--- config.mk ---
export PLATFORM = sky130hd
export DESIGN_NAME = r2fft_ctrl
export DESIGN_NICKNAME = d
export VERILOG_FILES = /design/src/hdl/assert_macros.svh /design/src/hdl/r2fft_pkg.sv /design/src/hdl/r2fft_ctrl.sv
export SDC_FILE = /design/constraint.sdc
export NUM_CORES = 1
export LEC_CHECK = 0
export ABC_AREA = 1
export BUFFER_PORTS_ARGS = -buffer_cell sky130_fd_sc_hd__buf_2
export CELL_PAD_IN_SITES_DETAIL_PLACEMENT = 0
export CELL_PAD_IN_SITES_GLOBAL_PLACEMENT = 1
export CORE_MARGIN = 2
export CORE_UTILIZATION = 37
export CTS_CLUSTER_DIAMETER = 80
export DETAILED_ROUTE_END_ITERATION = 10
export PLACE_DENSITY_LB_ADDON = 0.1
export SLEW_MARGIN = 5
export SYNTH_ARGS = -nofsm -noshare
export SYNTH_HDL_FRONTEND = slang
export SYNTH_SLANG_ARGS = --single-unit
--- constraint.sdc ---
create_clock -name clk -period 3.3 [get_ports clk]
set_clock_uncertainty 0.05 [all_clocks]
set_input_delay 0.66 -clock clk [delete_from_list [all_inputs] [get_ports clk]]
set_output_delay 0.66 -clock clk [all_outputs]
set_load 0.005 [all_outputs]
--- src/hdl/assert_macros.svh ---
// Assertion macros shared by the RTL
`ifndef ASSERT_MACROS_SVH
`define ASSERT_MACROS_SVH
`ifndef ASSERT_OFF
`define ASSERT_IMPLIES(label, clk, rst_n, a, c) \
    label: assert property (@(posedge clk) disable iff (!rst_n) (a) |-> (c)) \
        else $error("assertion failed");
`define ASSERT_NEXT(label, clk, rst_n, a, c) \
    label: assert property (@(posedge clk) disable iff (!rst_n) (a) |=> (c)) \
        else $error("assertion failed");
`else
`define ASSERT_IMPLIES(label, clk, rst_n, a, c)
`define ASSERT_NEXT(label, clk, rst_n, a, c)
`endif
`endif

--- src/hdl/r2fft_pkg.sv ---
// ----------------------------------------------------------------------------
// r2fft_pkg
// Types, constants and twiddle table for the radix-2 FFT block.
// ----------------------------------------------------------------------------
`default_nettype none
package r2fft_pkg;

    localparam int MAX_POINTS_DEF   = 64;
    localparam int TWIDDLE_BITS_DEF = 16;
    localparam int DATA_W           = 23;
    localparam int IN_W             = 16;
    localparam int LOG_W            = 3;
    localparam int IDX_W            = 6;
    localparam int TABLE_FRAC       = 23;

    localparam logic [0:0] REG_LOG2_POINTS  = 1'b0;
    localparam logic [0:0] REG_INVERSE_MODE = 1'b1;

    typedef enum logic [2:0] {
        ST_LOAD,
        ST_RD,
        ST_BFLY,
        ST_WR,
        ST_EMIT
    } state_t;

    // controller -> datapath commands
    typedef struct packed {
        logic       load;       // write input sample
        logic       rd;         // read butterfly operands
        logic       mul;        // form twiddle products
        logic       wr;         // write butterfly results
        logic       emit_rd;    // read one bin
        logic       inverse;
        logic [5:0] addr_p;
        logic [5:0] addr_q;
        logic [5:0] tw_k;       // twiddle index in 64ths
    } dp_cmd_t;

    localparam logic [23:0] QUARTER_COS [17] = '{
        24'd8388608, 24'd8348215, 24'd8227423, 24'd8027397, 24'd7750063,
        24'd7398092, 24'd6974873, 24'd6484482, 24'd5931642, 24'd5321677,
        24'd4660461, 24'd3954362, 24'd3210181, 24'd2435084, 24'd1636536,
        24'd822227,  24'd0
    };

    // cos(2*pi*k/64) at frac fraction bits, returned 26 bits signed
    function automatic logic signed [25:0] cos64(input logic [5:0] k, input int frac);
        logic [4:0]          q;
        logic                neg;
        logic signed [25:0]  mag;
        logic signed [25:0]  rnd;
        q   = 5'd0;
        neg = 1'b0;
        if (k <= 6'd16) q = k[4:0];
        else if (k <= 6'd32) begin q = 5'(6'd32 - k); neg = 1'b1; end
        else if (k <= 6'd48) begin q = 5'(k - 6'd32); neg = 1'b1; end
        else q = 5'(7'd64 - {1'b0, k});
        mag = 26'(QUARTER_COS[q]);
        if (frac >= TABLE_FRAC) rnd = mag <<< (frac - TABLE_FRAC);
        else rnd = (mag + (26'sd1 <<< (TABLE_FRAC - frac - 1))) >>> (TABLE_FRAC - frac);
        return neg ? -rnd : rnd;
    endfunction

    function automatic logic [5:0] bitrev(input logic [5:0] v, input logic [2:0] l);
        logic [5:0] r;
        r = 6'd0;
        for (int b = 0; b < 6; b++)
            if (b < int'(l) && v[b]) r[int'(l) - 1 - b] = 1'b1;
        return r;
    endfunction

endpackage
`default_nettype wire

--- src/hdl/r2fft_ctrl.sv ---
// ----------------------------------------------------------------------------
// r2fft_ctrl
// Controller: frame loading, stage/butterfly sequencing and bin emission.
// ----------------------------------------------------------------------------
`default_nettype none
module r2fft_ctrl #(
    parameter int MAX_POINTS = r2fft_pkg::MAX_POINTS_DEF
) (
    input  wire                    clk,
    input  wire                    rst_n,
    input  wire                    start,
    input  wire [2:0]              log2_cfg,
    input  wire                    inverse_cfg,
    input  wire                    clr_count,
    output logic                   busy,
    output r2fft_pkg::dp_cmd_t     cmd,
    output logic                   out_strobe,
    output logic [5:0]             out_index,
    output logic                   out_last
);
    // log2 of the largest power of two not above MAX_POINTS
    localparam int MAXL = $clog2(MAX_POINTS + 1) - 1;

    r2fft_pkg::state_t state_reg, state_next;
    logic [6:0] cnt_reg, cnt_next;     // loaded count / butterfly index / bin
    logic [2:0] stage_reg, stage_next;
    logic [2:0] l_reg, l_next;
    logic       inv_reg, inv_next;
    logic       emit_v_reg, emit_v_next;
    logic [5:0] emit_i_reg, emit_i_next;
    logic [2:0] leff;
    logic [6:0] n, halfn;
    logic [5:0] half, jj, base, p;

    assign leff  = (int'(log2_cfg) > MAXL) ? 3'(MAXL) : log2_cfg;
    assign n     = 7'd1 << l_reg;
    assign halfn = n >> 1;
    assign half  = 6'(7'd1 << stage_reg);
    assign jj    = cnt_reg[5:0] & 6'(half - 6'd1);
    assign base  = 6'((cnt_reg[5:0] - jj) << 1);
    assign p     = base | jj;

    always_ff @(posedge clk or negedge rst_n)
    begin
        if (!rst_n)
        begin
            state_reg  <= r2fft_pkg::ST_LOAD;
            cnt_reg    <= 7'd0;
            stage_reg  <= 3'd0;
            l_reg      <= 3'd0;
            inv_reg    <= 1'b0;
            emit_v_reg <= 1'b0;
            emit_i_reg <= 6'd0;
        end
        else
        begin
            state_reg  <= state_next;
            cnt_reg    <= cnt_next;
            stage_reg  <= stage_next;
            l_reg      <= l_next;
            inv_reg    <= inv_next;
            emit_v_reg <= emit_v_next;
            emit_i_reg <= emit_i_next;
        end
    end

    always_comb
    begin
        state_next  = state_reg;
        cnt_next    = cnt_reg;
        stage_next  = stage_reg;
        l_next      = l_reg;
        inv_next    = inv_reg;
        emit_v_next = 1'b0;
        emit_i_next = emit_i_reg;
        cmd         = '0;
        cmd.inverse = inv_reg;
        busy        = 1'b1;
        unique case (state_reg)
            r2fft_pkg::ST_LOAD:
            begin
                busy = 1'b0;
                // store bit-reversed so stages run in place
                cmd.addr_p = r2fft_pkg::bitrev(cnt_reg[5:0], leff);
                if (clr_count) cnt_next = 7'd0;
                else if (start)
                begin
                    cmd.load = 1'b1;
                    if (cnt_reg + 7'd1 >= (7'd1 << leff))
                    begin
                        cnt_next   = 7'd0;
                        stage_next = 3'd0;
                        l_next     = leff;
                        inv_next   = inverse_cfg;
                        state_next = (leff == 3'd0) ? r2fft_pkg::ST_EMIT
                                                    : r2fft_pkg::ST_RD;
                    end
                    else cnt_next = cnt_reg + 7'd1;
                end
            end
            r2fft_pkg::ST_RD:
            begin
                cmd.rd     = 1'b1;
                cmd.addr_p = p;
                cmd.addr_q = p + half;
                cmd.tw_k   = 6'(jj << (3'd5 - stage_reg));
                state_next = r2fft_pkg::ST_BFLY;
            end
            r2fft_pkg::ST_BFLY:
            begin
                cmd.mul    = 1'b1;
                state_next = r2fft_pkg::ST_WR;
            end
            r2fft_pkg::ST_WR:
            begin
                cmd.wr     = 1'b1;
                cmd.addr_p = p;
                cmd.addr_q = p + half;
                state_next = r2fft_pkg::ST_RD;
                if (cnt_reg + 7'd1 >= halfn)
                begin
                    cnt_next = 7'd0;
                    if (stage_reg + 3'd1 >= l_reg) state_next = r2fft_pkg::ST_EMIT;
                    else stage_next = stage_reg + 3'd1;
                end
                else cnt_next = cnt_reg + 7'd1;
            end
            r2fft_pkg::ST_EMIT:
            begin
                cmd.emit_rd = 1'b1;
                cmd.addr_p  = cnt_reg[5:0];
                emit_v_next = 1'b1;
                emit_i_next = cnt_reg[5:0];
                if (cnt_reg + 7'd1 >= n)
                begin
                    cnt_next   = 7'd0;
                    state_next = r2fft_pkg::ST_LOAD;
                end
                else cnt_next = cnt_reg + 7'd1;
            end
            default: state_next = r2fft_pkg::ST_LOAD;
        endcase
    end

    assign out_strobe = emit_v_reg;
    assign out_index  = emit_i_reg;
    assign out_last   = emit_v_reg && ({1'b0, emit_i_reg} == n - 7'd1);
endmodule
`default_nettype wire

# Yosys cells after proc, flatten, opt, wreduce, memory -nomap -nowiden

Cells that the tools add are included.
Widths: inputs -> output; s select.

Multiply operators: 0
Reduce and logical (&&, ||, !) cells: 22
Order comparisons: 23
Shift-type cells: 4
Divide/modulo/power cells: 0
Bitwise operators: 8
Multiplexer cells: 55
Add/sub/neg operators: 13
Eq/ne operators: 12

Operators with widths:

| cell                | number |
|---|---|
| $ge 32x1->1 const B | 4 |
| $lt 32x5->1 const B | 4 |
| $mux 6              | 13 |
| $mux 3              | 13 |
| $or 6x6->6          | 6 |
| $mux 7              | 5 |
| $pmux 7 s3          | 1 |
| $demux 1 s3         | 6 |
| $pmux 6 s3          | 1 |
| $pmux 3 s5          | 1 |
| $ge 7x7->1          | 2 |
| $mux 1              | 14 |
| $shl 1x3->7 const A | 2 |
| $logic_and 1x1->1   | 13 |
| $ne 2x2->1 const B  | 6 |
| $sub 4x3->5 const B | 2 |
| $sub 4x4->5 const B | 2 |
| $reduce_and 4->1    | 2 |
| $add 7x1->7 const B | 1 |
| $eq 6x7->1          | 1 |
| $ge 7x6->1          | 1 |
| $sub 7x1->7 const B | 1 |
| $add 6x6->6         | 1 |
| $and 6x6->6         | 1 |
| other kinds (29)    | 34 |

RAM bits: 0
Memories kept: 0
Logic and storage cells: 144
Memory bits (read-only): 0
Bits in registers: 24
Bits in latches: 0

# Depth between registers and ports, before layout

Gate-level depths: netlist of the first run.

Word-level depth: 24
Gate-level depth with buffers: 20
Gate-level depth less buffers: 20

# Worst setup path after synthesis of the first run

No wires, ideal clock.

Kind: register -> output
From: reg stage_reg[1]
To: out cmd[11] (netlist name)
Path buffers: 1
Stages on the path, launching flop included: 17
Data arrival time: 2.663 ns
Setup slack: -0.073 ns
Cell sequence: dfrtp_1 -> clkbuf_1 -> inv_1 -> ha_1 -> nand2_1 -> ha_1 -> or2_1 -> ha_1 -> a21oi_1 -> o21ai_0 -> a21oi_1 -> inv_1 -> nand2_1 -> nand2_1 -> nand2_1 -> nand2_1 -> nor2_1

RTL lines:

| what                   | line             | RTL |
|---|---|---|
| from (decl)            | r2fft_ctrl.sv:26 | `logic [2:0] stage_reg, stage_next;` |
| from (signal assigned) | r2fft_ctrl.sv:59 | `stage_reg <= stage_next;` |
| to (decl)              | r2fft_ctrl.sv:16 | `output r2fft_pkg::dp_cmd_t cmd,` |

==> key figures, run 1 <==
Setup path
  – CP Class: flop to primary output
  – Worst Setup Start Kind: flop
  – Crit path required time: 2.59 ns
  – Crit path max fanout: 3
  – Arr. time, crit path: 2.64 ns
  – Crit end category: primary output

Logic synthesis
  – Syn avg cell area: 6.457 sq um
  – Syn Inst Count: 442
  – Commonest cells post-synth: nand2_1, inv_1, nor2_1, ha_1, dfrtp_1
  – Register area share after synthesis: 21.04%
  – Cell with the most instances after synthesis: nand2_1
  – Largest cells by area after synthesis: dfrtp_1, ha_1, nand2_1
  – Leading area contributor after synthesis: dfrtp_1
  – Yosys warning total: 0
  – Ys async rst share: 100.0%
  – Top FF cell, synth: dfrtp_1
  – Synth unique cells: 41
  – Cell Area, Synth: 0.002854 sq mm
  – Yosys reg bits: 24
  – Post-synth EDFFs: 0
  – Post-synth top area share: 21.04%

Route
  – Post-route ant nets: 0
  – DR WL/cell: 13.91 microns
  – TritonRoute pass-1 iters: 4
  – Detailed Route WL: 8.653 mm
  – Initial drt markers: 189
  – Vias per cell: 4.942
  – Vias: 3074
  – # DRC: 0

Clock network
  – Cts bufs inserted: 3
  – Clock transition at the registers of the reported paths: 0.09 ns
  – CTS HTree Levels: 1
  – Clock sinks: 24
  – Worst skew pair latency: 0.27 ns
  – Clk root buf: clkbuf_8
  – CTS tree: yes
  – Clock Tree Buf Depth: 2

Global route
  – Largest net degree at the start of global routing: 25
  – Global-route wire length before repair: 14.19 mm
  – Initial antenna violation count: 0
  – Gr usage total: 20.98%
  – Grt ovf: 0
  – Vias in the first global route: 2844

Flow run
  – Max-cap violations: 0

Floorplanning
  – Io pins: 41
  – Die height: 91.83 microns
  – Die Area: 0.008432 sq mm
  – Site Rows: 32
  – Initial core utilization: 37.52%
  – Die Wd: 91.83 microns
  – Core Area: 0.007607 sq mm

Cells and area
  – Max reg flops: 7
  – Ant diodes: 0
  – Area delta synth->final: 30.07%
  – Non-Filler Instances: 622
  – Fin nets: 569
  – Finished Core Util: 48.80%
  – Filler cells: 818
  – Layout cell share with drive strength beyond 1: 26.54%
  – Fin area: 0.003712 sq mm

STA
  – Final period util: 101.6%
  – Final period demand of the worst path: 3.351 ns
  – Slew Limit Fails: 0
  – Setup tns final: -0.06752 ns
  – Slew headroom: 61.11%
  – Fin. Hold Viols: 0
  – Final setup viols: 2
  – Worst-Margin Slew: 0.5834 ns
  – RSZ-0062 raised after global routing: true
  – Worst setup margin: -0.05125 ns
  – Max frequency: 298.4 MHz

Placed design
  – IO buf count: 40
  – Placed cell area: 0.003294 sq mm
  – DP Cell Count: 597
  – Placer Congestion: 0.8108
  – Final HPWL from detailed placement: 6.941 mm

Pwr
  – PD cells: 656.2 mW/mm^2
  – Lkg Pwr: 2.015 nW
  – Final Power: 2.436 mW
  – VDD IR-drop max: 0.3724 mV

Min path
  – Hold Path Class: input pin to asynchronous set/reset pin

Run status
  – Outcome: complete, but fails checks
  – Violated checks: setup timing
[cells by family after synthesis]
kind of cell / after synthesis / synth area share [%]
other: 1 / 0.1314
muxes: 1 / 0.3945
buffers and inverters: 74 / 10.26
DFF: 24 / 21.04
adders and majority gates: 40 / 17.80
AOI/OAI and AO/OA: 76 / 15.26
xor gates and xnor gates: 7 / 2.148
and+or+nand+nor: 219 / 32.97
[repair_timing]
action / CTS / global route
pin swaps: 15 / 17
resized for setup: 35 / 20
setup buffers: 16 / 5
gates cloned: 0 / 0
endpoints found under the setup margin: 3 / 4
hold buffers: 0 / 0
[worst max-delay path: stages, from the launching register on]
cell and delay (ns):
dfrtp_2 0.46, buf_6 0.14, ha_4 0.15, ha_4 0.16, nand3b_1 0.19, buf_4 0.16
nand3_1 0.11, nand2_1 0.14, ha_4 0.25, a21oi_2 0.15, inv_1 0.06, nand2_1 0.08
nand2_2 0.06, nand2_1 0.06, nand2_1 0.05, nor2_1 0.07, buf_2 0.11
[area by class of cell]
class	instances	area, sq um	share of cell area [%]
Timing Repair Buffer	82	530.5	14.29
Sequential cell	24	601.8	16.21
Multi-Input combinational cell	345	2147	57.84
Inverter	65	250.2	6.741
Tap cell	102	127.6	3.438
Clock buffer	4	55.05	1.483
[worst paths after layout]
check                                  start      endpoint  slack [ns]  cells past startpoint
worst min-delay path                   rst_n    cnt_reg[6]        0.32                      1
worst max register to register    cnt_reg[1]       inv_reg        0.55                     13
worst max-delay path            stage_reg[1]       cmd[11]       -0.05                     16
worst min register to register       inv_reg       inv_reg        0.46                      1
max in group asynchronous              rst_n  stage_reg[1]        2.46                      1
min in group clk                     inv_reg       inv_reg        0.46                      1
[metrics by stage]
| step | setup slack [ns] | hold WS, ns |
|---|---|---|
| 2_1_floorplan | 0.01992 | 0.3144 |
| 3_3_place_gp | 0.05501 | 0.4240 |
| 3_5_place_dp | 0.002618 | 0.4358 |
| 4_1_cts | -0.1219 | 0.3445 |
| 5_1_grt | -0.2372 | 0.3664 |
| 6_report | -0.05125 | 0.3249 |
[metal layers]
| layer | GRT usage (%) | part of all wire [%] | up-vias |
|---|---|---|---|
| met1 | 30.49 | 47 | 1385 |
| met4 | 2.363 | 0.68 | 0 |
| li1 | - | - | 1607 |
| met3 | 2.794 | 6.6 | 8 |
| met2 | 34.31 | 46 | 74 |
| met5 | 0 | 0 | - |
[cell usage in the layout (no fill, tap or decap), types with 3 or more instances in the layout]
master / count
nand2_1: 121
a21oi_2: 3
dfrtp_1: 23
buf_2: 40
nand4_1: 5
xor2_1: 6
o21ai_1: 7
nor3_1: 4
clkbuf_8: 4
nor2_1: 42
nand3_1: 21
ha_1: 29
inv_2: 7
nand2_2: 9
o22ai_1: 7
nor2_2: 5
o211ai_1: 5
o221ai_1: 3
a21oi_1: 19
inv_1: 55
buf_4: 38
o21ai_2: 4
buf_6: 4
o21ai_0: 18
ha_4: 8
[where the power goes]
group | total [mW] | switching, mW | internal (mW)
Combinational | 1.72 | 0.997 | 0.718
Clock | 0.206 | 0.0995 | 0.107
Sequential | 0.514 | 0.129 | 0.386
Note: power is estimated with default switching activity, not from simulation.
==> inputs of run 2 (changes only) <==
Settings changed: CORE_ASPECT_RATIO set to 1.4.
==> run 2 against run 1 <==
  * The run still ends with setup timing left
  * Core utilization increased by 2.1 points
  * Sequential cell count is the same
  * Critical path depth up 2
  * Fmax shrank 1.5%
  * Hold slack gained 0.013 ns
  * Non-clock buffer count up 4
  * Final area rose by 1.6%
  * Sequential share of layout area down 0.29 points
  * Setup slack lost 0.051 ns
  * Sequential power is 2% lower
  * Highest routed layer unchanged
==> key figures, run 2 (synthesis gave the netlist of run 1 again) <==
Run status
  – Outcome: complete, but fails checks (unchanged)
  – Violated checks: setup timing (unchanged)

Clock network
  – Clock transition at the registers of the reported paths: 0.09 ns (about the same)
  – Worst skew pair latency: 0.27 ns (about the same)
  – CTS HTree Levels: 1 (unchanged)
  – Clk root buf: clkbuf_8 (unchanged)
  – CTS tree: yes (unchanged)
  – Clock Tree Buf Depth: 2 (unchanged)
  – Hold Buf Count CTS: 0 (unchanged)
  – Clock sinks: 24 (unchanged)
  – Cts bufs inserted: 3 (unchanged)

Route
  – Vias per cell: 5.127 (was 4.942)
  – Detailed Route WL: 9.412 mm (was 8.653 mm)
  – # DRC: 0 (unchanged)
  – TritonRoute pass-1 iters: 4 (unchanged)
  – Post-route ant nets: 0 (unchanged)
  – Initial drt markers: 144 (was 189)
  – DR WL/cell: 15.16 microns (was 13.91 microns)
  – Vias: 3184 (was 3074)

STA
  – Final setup viols: 4 (was 2)
  – Final period demand of the worst path: 3.402 ns (was 3.351 ns)
  – RSZ-0062 raised after global routing: true (unchanged)
  – Fin. Hold Viols: 0 (unchanged)
  – Slew Limit Fails: 0 (unchanged)
  – Setup tns final: -0.2323 ns (was -0.06752 ns)
  – Slew headroom: 58.45% (was 61.11%)
  – Final period util: 103.1% (was 101.6%)
  – Worst setup margin: -0.1020 ns (was -0.05125 ns)
  – Max frequency: 293.9 MHz (was 298.4 MHz)
  – Worst-Margin Slew: 0.6232 ns (was 0.5834 ns)

Cells and area
  – Most frequent cells in the layout: nand2_1, inv_1, nor2_1 (unchanged)
  – Commonest non-fill, non-tap cell in the layout: nand2_1 (unchanged)
  – Area delta synth->final: 32.14% (was 30.07%)
  – Layout cell share with drive strength beyond 1: 27.86% (was 26.54%)
  – Fin area: 0.003771 sq mm (was 0.003712 sq mm)
  – Fin nets: 573 (was 569)
  – Non-Filler Instances: 621 (was 622)
  – Max reg flops: 7 (unchanged)
  – Ant diodes: 0 (unchanged)

Setup path
  – Crit path max fanout: 4 (was 3)
  – Reg-to-reg startpoint: cnt_reg[1] (unchanged)
  – Worst Setup Start Kind: flop (unchanged)
  – Critical path's slowest cell: dfrtp_1 (was dfrtp_2)
  – CP Class: flop to primary output (unchanged)
  – R2R Path End: stage_reg[1] (was inv_reg)
  – CP cell instances: inv_2 > buf_6 > ha_2 > nand2_2 > nand3b_1 > nand2_2 > a21oi_2 > o21ai_2 > buf_4 > buf_4 > buf_6 > buf_6 > buf_6 > buf_6 > buf_4 > nand2_1 > nand3_1 > buf_2 (was buf_6 > ha_4 > ha_4 > nand3b_1 > buf_4 > nand3_1 > nand2_1 > ha_4 > a21oi_2 > inv_1 > nand2_1 > nand2_2 > nand2_1 > nand2_1 > nor2_1 > buf_2)
  – R2R cell count: 16 (was 13)
  – Crit end category: primary output (unchanged)
  – Reg2Reg Setup Slack: 0.43 ns (was 0.55 ns)
  – Arr. time, crit path: 2.69 ns (was 2.64 ns)
  – Largest stage delay, worst path: 0.42 ns (was 0.46 ns)
  – Most numerous cell on the critical path: buf_6 (was nand2_1)
  – Crit path depth: 18 (was 16)
  – Crit path max-delay family: buffers and inverters (was simple AND/OR/NAND/NOR gates)
  – Crit path buffers/inverters: 10 (was 4)
  – Crit path required time: 2.59 ns (about the same)

Pwr
  – PD cells: 663.9 mW/mm^2 (was 656.2 mW/mm^2)
  – Final Power: 2.504 mW (was 2.436 mW)
  – Lkg Pwr: 2.043 nW (was 2.015 nW)
  – VDD IR-drop max: 0.3441 mV (was 0.3724 mV)

Min path
  – Hold Path Class: input pin to asynchronous set/reset pin (unchanged)

Floorplanning
  – Die Area: 0.008442 sq mm (was 0.008432 sq mm)
  – Die Wd: 78.23 microns (was 91.83 microns)
  – Initial core utilization: 38.53% (was 37.52%)
  – Io pins: 41 (unchanged)
  – Core Area: 0.007407 sq mm (was 0.007607 sq mm)
  – Die height: 107.9 microns (was 91.83 microns)
  – Site Rows: 37 (was 32)

Global route
  – Largest net degree at the start of global routing: 25 (unchanged)
  – Gr usage total: 22.11% (was 20.98%)
  – Global-route wire length before repair: 14.48 mm (was 14.19 mm)
  – Vias in the first global route: 3041 (was 2844)
  – Initial antenna violation count: 0 (unchanged)
  – Grt ovf: 0 (unchanged)

Placed design
  – IO buf count: 40 (unchanged)
  – Placed cell area: 0.003273 sq mm (was 0.003294 sq mm)
  – DP Cell Count: 590 (was 597)
  – Final HPWL from detailed placement: 7.427 mm (was 6.941 mm)
  – Placer Congestion: 0.9323 (was 0.8108)

Flow run
  – Max-cap violations: 0 (unchanged)
[run 2: worst max path at each step]
stage,startpoint,endpoint,slack (ns)
floorplan,stage_reg[1],cmd[11],0.02
finish,stage_reg[1],cmd[15],-0.10
global placement,stage_reg[1],cmd[11],0.04
global route,stage_reg[1],cmd[11],-0.23
detailed placement,stage_reg[1],cmd[11],-0.02
CTS,stage_reg[0],cmd[11],-0.06
[run 2: metrics by stage]
step	setup WS (ns)	hold WS, ns	util [%]
floorplan	0.01992	0.3144	-
global route	-0.2261	0.3719	50.91
finish	-0.1020	0.3375	50.91
CTS	-0.06443	0.3549	49.21
detailed placement	-0.01968	0.4362	44.19
global placement	0.04275	0.4187	44.19
[run 2: power by group]
part / internal [mW] / total [mW] / switching (mW)
Sequential: 0.385 / 0.505 / 0.120
Clock: 0.107 / 0.213 / 0.106
Combinational: 0.743 / 1.79 / 1.04
[run 2: layout make-up]
type	count	area, sq um
repair buffers	86	579.3
multi-input cells	345	2165
inverters	65	250.2
well taps	97	121.4
fillers	775	3636
clock buffers	4	55.05
flip-flops and latches	24	600.6
[run 2: timing repair]
action                                  CTS  global route
setup buffers                            20             7
endpoints found under the setup margin    2             4
pin swaps                                11            16
gates resized for setup                  44            22
[run 2: per-layer routing]
| layer | track usage, % | share of wire [%] | wire [microns] | up-vias |
|---|---|---|---|---|
| li1 | - | - | - | 1610 |
| met1 | 23.83 | 39 | 3682 | 1467 |
| met2 | 43.10 | 53 | 5031 | 77 |
| met3 | 1.846 | 3.4 | 322 | 30 |
| met4 | 9.900 | 4.0 | 376 | 0 |
| met5 | 0 | 0 | 0 | - |
